$ cat src/olte_pkg.sv
`timescale 1ns / 1ps
// Shared types and constants for the ordered list table engine.
// No dependencies.
package olte_pkg;

    localparam int POS_W = 6;
    localparam int CAP_W = 7;
    localparam int VAL_W = 32;

    localparam logic [CAP_W-1:0] CAP_RESET    = 7'd64;
    localparam logic             REG_CAPACITY = 1'b0;

    typedef enum logic [2:0] {
        CMD_APPEND = 3'd0,
        CMD_INSERT = 3'd1,
        CMD_EDIT   = 3'd2,
        CMD_DELETE = 3'd3,
        CMD_READ   = 3'd4,
        CMD_SEARCH = 3'd5
    } cmd_t;

    typedef enum logic [1:0] {
        ST_OK        = 2'd0,
        ST_OVERFLOW  = 2'd1,
        ST_BAD_INDEX = 2'd2,
        ST_UNDERFLOW = 2'd3
    } status_t;

    typedef enum logic [2:0] {
        CELL_HOLD,
        CELL_APPEND,
        CELL_INSERT,
        CELL_EDIT,
        CELL_DELETE
    } cell_op_t;

    typedef struct packed {
        cell_op_t           op;
        logic [POS_W-1:0]   pos;
    } cell_ctl_t;

    typedef struct packed {
        logic [2:0]              command;
        logic [POS_W-1:0]        position;
        logic signed [VAL_W-1:0] value;
    } olte_in_t;

    typedef struct packed {
        status_t                 status;
        logic signed [VAL_W-1:0] read_value;
        logic                    found;
        logic [POS_W-1:0]        found_position;
        logic [CAP_W-1:0]        element_count;
        logic                    is_empty;
        logic                    is_full;
    } olte_out_t;

endpackage

$ cat src/olte_cell.sv
`timescale 1ns / 1ps
// One list entry cell: holds a word, shifts to and from its neighbors, compares to the key.
// Depends on olte_pkg.
module olte_cell
    import olte_pkg::*;
#(
    parameter int IDX        = 0,
    parameter int CNT_W      = 7,
    parameter int DATA_WIDTH = 32
) (
    input  logic                  clk,
    input  cell_ctl_t             ctl,
    input  logic [CNT_W-1:0]      count,
    input  logic [DATA_WIDTH-1:0] key,
    input  logic [DATA_WIDTH-1:0] lower,
    input  logic [DATA_WIDTH-1:0] upper,
    output logic [DATA_WIDTH-1:0] data,
    output logic                  match,
    output logic                  hit
);

    localparam logic [31:0] IDX_L = 32'(IDX);

    logic [DATA_WIDTH-1:0] entry_reg;
    logic [DATA_WIDTH-1:0] entry_next;
    logic                  at_pos;
    logic                  above_pos;
    logic                  at_count;
    logic                  below_count;

    assign at_pos      = 32'(ctl.pos) == IDX_L;
    assign above_pos   = 32'(ctl.pos) < IDX_L;
    assign at_count    = 32'(count) == IDX_L;
    assign below_count = IDX_L < 32'(count);

    always_comb
    begin
        entry_next = entry_reg;
        case (ctl.op)
            CELL_APPEND:
            begin
                if (at_count)
                    entry_next = key;
            end
            CELL_INSERT:
            begin
                if (at_pos)
                    entry_next = key;
                else if (above_pos)
                    entry_next = lower;
            end
            CELL_EDIT:
            begin
                if (at_pos)
                    entry_next = key;
            end
            CELL_DELETE:
            begin
                if (at_pos || above_pos)
                    entry_next = upper;
            end
            default:
            begin
                entry_next = entry_reg;
            end
        endcase
    end

    always_ff @(posedge clk)
    begin
        entry_reg <= entry_next;
    end

    assign data  = entry_reg;
    assign match = below_count && (entry_reg == key);
    assign hit   = at_pos;

endmodule

$ cat config.mk
export PLATFORM = sky130hd
export DESIGN_NAME = olte_cell
export DESIGN_NICKNAME = d
export VERILOG_FILES = /design/src/olte_pkg.sv /design/src/olte_cell.sv
export SDC_FILE = /design/constraint.sdc
export NUM_CORES = 1
export LEC_CHECK = 0
export BUFFER_PORTS_ARGS = -buffer_cell sky130_fd_sc_hd__clkbuf_2
export CAP_MARGIN = 10
export CORE_ASPECT_RATIO = 0.75
export CORE_MARGIN = 2
export CORE_UTILIZATION = 30
export CTS_CLUSTER_DIAMETER = 50
export CTS_CLUSTER_SIZE = 12
export DETAILED_ROUTE_END_ITERATION = 16
export GPL_TIMING_DRIVEN = 0
export HOLD_SLACK_MARGIN = 0.02
export SETUP_SLACK_MARGIN = 0.02
export SLEW_MARGIN = 20
export SYNTH_ARGS = -nofsm -noshare
export SYNTH_HDL_FRONTEND = slang
export SYNTH_SLANG_ARGS = --single-unit
$ cat constraint.sdc
create_clock -name clk -period 3.4 [get_ports clk]
set_input_delay 0.68 -clock clk [delete_from_list [all_inputs] [get_ports clk]]
set_output_delay 0.68 -clock clk [all_outputs]
set_load 0.005 [all_outputs]
---- Word-level counts from Yosys, hierarchy flattened ----
Index checks and enable logic that the tools add are counted.
storage, ports and cells
  logic and storage cells ................. 20
  register bits ........................... 32
  output and inout bits ................... 34
  input port bits ......................... 113
cells by class
  muxes and demuxes ....................... 4
  reductions and logical operators ........ 6
  equality and inequality tests ........... 8
  $lt $le $gt $ge ......................... 1
operators by type and width
  cell                                                        count
  two-way mux 32 bit                                          3
  case mux 32 bit (3 select lines)                            1
  == test 32 bit                                              1
  zero test 7 bit                                             1
  less-than comparator 1 x 7 -> 1 bit (first input constant)  1
  == test 3 x 2 -> 1 bit (second input constant)              2
  zero test 6 bit                                             1
  != test 2 bit (second input constant)                       2
  AND reduction 4 bit                                         1
  == test 3 x 1 -> 1 bit (second input constant)              1
  == test 3 bit (second input constant)                       1
  nonzero test 3 bit                                          1
  != test 2 x 1 -> 1 bit (second input constant)              1
  OR reduction 2 bit                                          1
  logical AND 1 bit                                           1

---- Depth between registers and ports, before layout ----
  depth in word-level cells ............... 4
  depth in mapped cells ................... 4

---- Least setup slack after synthesis ----
OpenSTA, ideal clock, no wires.
  path kind ............................... input-to-reg
  start point ............................. input count[4]
  end point ............................... register entry_reg[0], in the netlist data[0] (enable)
  required time ........................... 3.006 ns
  stages on the path ...................... 4
  arrival ................................. 2.375 ns
  slack ................................... 0.631 ns
  cells stage by stage .................... or4_4 > nor4_2 > and3b_1 > o31a_1
between the ends
  longest elaborated chain between the ends .. 3
ends and longest elaborated chain
  what                           line             RTL
  start: declaration             olte_cell.sv:13  input logic [CNT_W-1:0] count,
  zero test 7 bit                olte_cell.sv:33  assign at_count = 32'(count) == IDX_L;
  != test 2 bit (no line)        n/a
  AND reduction 4 bit (no line)  n/a
  end signal: assignment         olte_cell.sv:71  entry_reg <= entry_next;
  end: declaration               olte_cell.sv:24  logic [DATA_WIDTH-1:0] entry_reg;
Every way passes these cells.
A chain may end at the register's enable or synchronous reset.

---- Worst setup path in the final report ----
  start point ............................. input key[26]
  end point ............................... output match
between the ends
  longest elaborated chain between the ends .. 2
ends and longest elaborated chain
  what                line             RTL
  start: declaration  olte_cell.sv:14  input logic [DATA_WIDTH-1:0] key,
  == test 32 bit      olte_cell.sv:75  assign match = below_count && (entry_reg == key);
  logical AND 1 bit   olte_cell.sv:75
  end: declaration    olte_cell.sv:18  output logic match,
Every way passes these cells.

==> impl_metrics.tcl <==
set metrics [dict create \
    status "completed" \
    fillCellCount 576 \
    place_congestion 0.707 \
    dp_slack_ps 727 \
    start_util_pct 30.7 \
    largest_reg_flops 32 \
    grt_pass1_wl_microns 6770 \
    rows 24 \
    synth_top_area_share_pct 54.4 \
    cts_root_buf "clkbuf_8" \
    yosysSeqAreaShare_pct 54.4 \
    syn-mean-instance-area_sq_um 14.6 \
    ant_nets 0 \
    cts_made_buffers 5 \
    die_x_microns 92.6 \
    cpMaxStageDelayCell "nor4_1" \
    slew_violations 0 \
    synth_cell_types 19 \
    p_sw_share_pct 23.1 \
    syn_inst 121 \
    hold_viol_final 0 \
    htree_levels 2 \
    combPwrFrac_pct 17.1 \
    dp_hpwl_microns 3630 \
    power.share.sequential_pct 47.7 \
    grt_max_degree 20 \
    layout.nets 356 \
    track_usage_pct 13.6 \
    antenna_found_initial 0 \
    required_ps 2720 \
    cpPeakStageDelay_ps 470 \
    place_area_sq_um 2460 \
    critPathMaxFanout 2 \
    synth_seq_cells 32 \
    die_h_microns 70.5 \
    cap_viol_max_count 0 \
    synth_top_cells_by_area "edfxtp_1, mux2_2, xor2_1" \
    core_area_sq_um 5770 \
    cp-start-kind "primary input" \
    dr_wl_met3_microns 432 \
    ios 147 \
    area_growth_pct 45.7 \
    io_buffers 114 \
    utilization_pct 44.7 \
    dr.pass1.iters 4 \
    synth_area_leader_cell "edfxtp_1" \
    cts_setup_buffers 0 \
    critPathTopFamily "simple AND/OR/NAND/NOR gates" \
    slew_headroom_pct 67.5 \
    rsz0062_at_grt "false" \
    m1WireLength_microns 2070 \
    clock_power_share_pct 35.2 \
    drive_gt1_share_pct 65.6 \
    dr_wl_met2_microns 1880 \
    overflow 0 \
    max_freq_mhz 368 \
    cts_sinks 32 \
    avgRoutedWirePerCell_microns 13.6 \
    critPathCaptureType "output port" \
    worst_slack_ps 683 \
    min_period_ps 2720 \
    wl_microns 4390 \
    worst_slew_pin_slew_ps 483 \
    grt_pass1_vias 1417 \
    syn_nets 234 \
    dr.max_layer_used "met4" \
    syn_area_sq_um 1770 \
    vias 1430 \
    tns_ps 0 \
    synth_warnings 0 \
    drtIter0Drc 47 \
    cp_cell_sequence "clkbuf_2 > xor2_1 > nor4_1 > nand3_1 > nor4_1 > clkbuf_2" \
    p_leak_nw 1.14 \
    p_sw_uw 237 \
    critPathBufInv 2 \
    clockBufferDepth 2 \
    dieArea_sq_um 6530 \
    place_inst 314 \
    ir_drop_uv 199 \
    fin_area_sq_um 2580 \
    ctsResizeCount 0 \
    crit_arrival_ps 2040 \
    p_int_uw 788 \
    clk_pin_slew_ps 70 \
    fin_cells 322 \
    n_antenna_cell 0 \
    finalSetupViolations 0 \
    min_period_over_period_pct 79.9 \
    powerDensity_nw_per_um2 398 \
    via_per_inst 4.44 \
    drc 0 \
    critPathKind "primary input to output port" \
    holdCritPathClass "primary input to flop" \
    cts_tree "done" \
    hold_buffers 0 \
]
## synthesized netlist by cell type
cell type,count
edfxtp_1,32
mux2_2,30
xor2_1,28
nor4_1,9
xnor2_1,4
buf_2,3
mux2_1,2
nand4_1,2
and3b_1,1
inv_1,1
nand2_1,1
nand3_1,1
nor2_1,1
nor3b_1,1
nor3b_2,1
nor4_2,1
o21ai_0,1
o31a_1,1
or4_4,1
## through the flow
step,power [mW],hold slack [ps]
after floorplan,0.573,881
after global placement,0.670,971
after detailed placement,0.675,975
after CTS,1.05,677
after global routing,1.08,682
final,1.03,689
## power groups by stage
| stage | clock network, mW | logic (mW) | registers [mW] |
|---|---|---|---|
| 6_report | 0.361 | 0.175 | 0.490 |
| 5_1_grt | 0.391 | 0.195 | 0.493 |
| 4_1_cts | 0.378 | 0.178 | 0.490 |
| 3_5_place_dp | 0 | 0.177 | 0.499 |
| 3_3_place_gp | 0 | 0.171 | 0.498 |
| 2_1_floorplan | 0 | 0.0725 | 0.501 |
## final cells by class
type / count / area [sq um] / area share (%)
plain buffers: 3 / 15.0 / 0.583
clock buffers: 5 / 68.8 / 2.67
clock inverters: 3 / 42.5 / 1.65
inverters: 1 / 3.75 / 0.146
multi-input cells: 85 / 790 / 30.6
flip-flops and latches: 32 / 961 / 37.3
well taps: 78 / 97.6 / 3.79
repair buffers: 115 / 598 / 23.2
## worst paths after layout
path,depth (start not counted),end,from
setup / recovery,6,match,key[26]
hold / removal,2,data[5]$_DFFE_PP_,upper[5]
## cells by family (layout without fill, tap and decap cells)
| family | Yosys count | count (layout) | synth area share [%] |
|---|---|---|---|
| xor gates and xnor gates | 32 | 32 | 15.9 |
| muxes | 32 | 32 | 20.4 |
| and+or+nand+nor | 19 | 19 | 7.57 |
| buffers and inverters | 4 | 127 | 1.06 |
| DFF | 32 | 32 | 54.4 |
| AOI/OAI and AO/OA | 2 | 2 | 0.778 |
## cell usage in the layout, fill, tap and decap left out
cell type / n
clkbuf_2: 114
edfxtp_1: 32
mux2_2: 30
xor2_1: 28
nor4_1: 9
clkbuf_8: 5
xnor2_1: 4
buf_2: 3
mux2_1: 2
nand4_1: 2
nor3b_2: 1
or4_4: 1
nor4_2: 1
nand3_1: 1
nor2_1: 1
nand2_1: 1
inv_1: 1
nor3b_1: 1
and3b_1: 1
o21ai_0: 1
o31a_2: 1
bufinv_16: 1
clkinvlp_4: 1
clkinv_2: 1
buf_16: 1
## metal layers
metal | vias to the layer above | GRT usage, %
li1 | 704 | -
met1 | 653 | 18.9
met2 | 71 | 21.0
met3 | 2 | 3.99
met4 | 0 | 3.43
met5 | - | 0
Note: power is estimated with default switching activity, not from simulation.
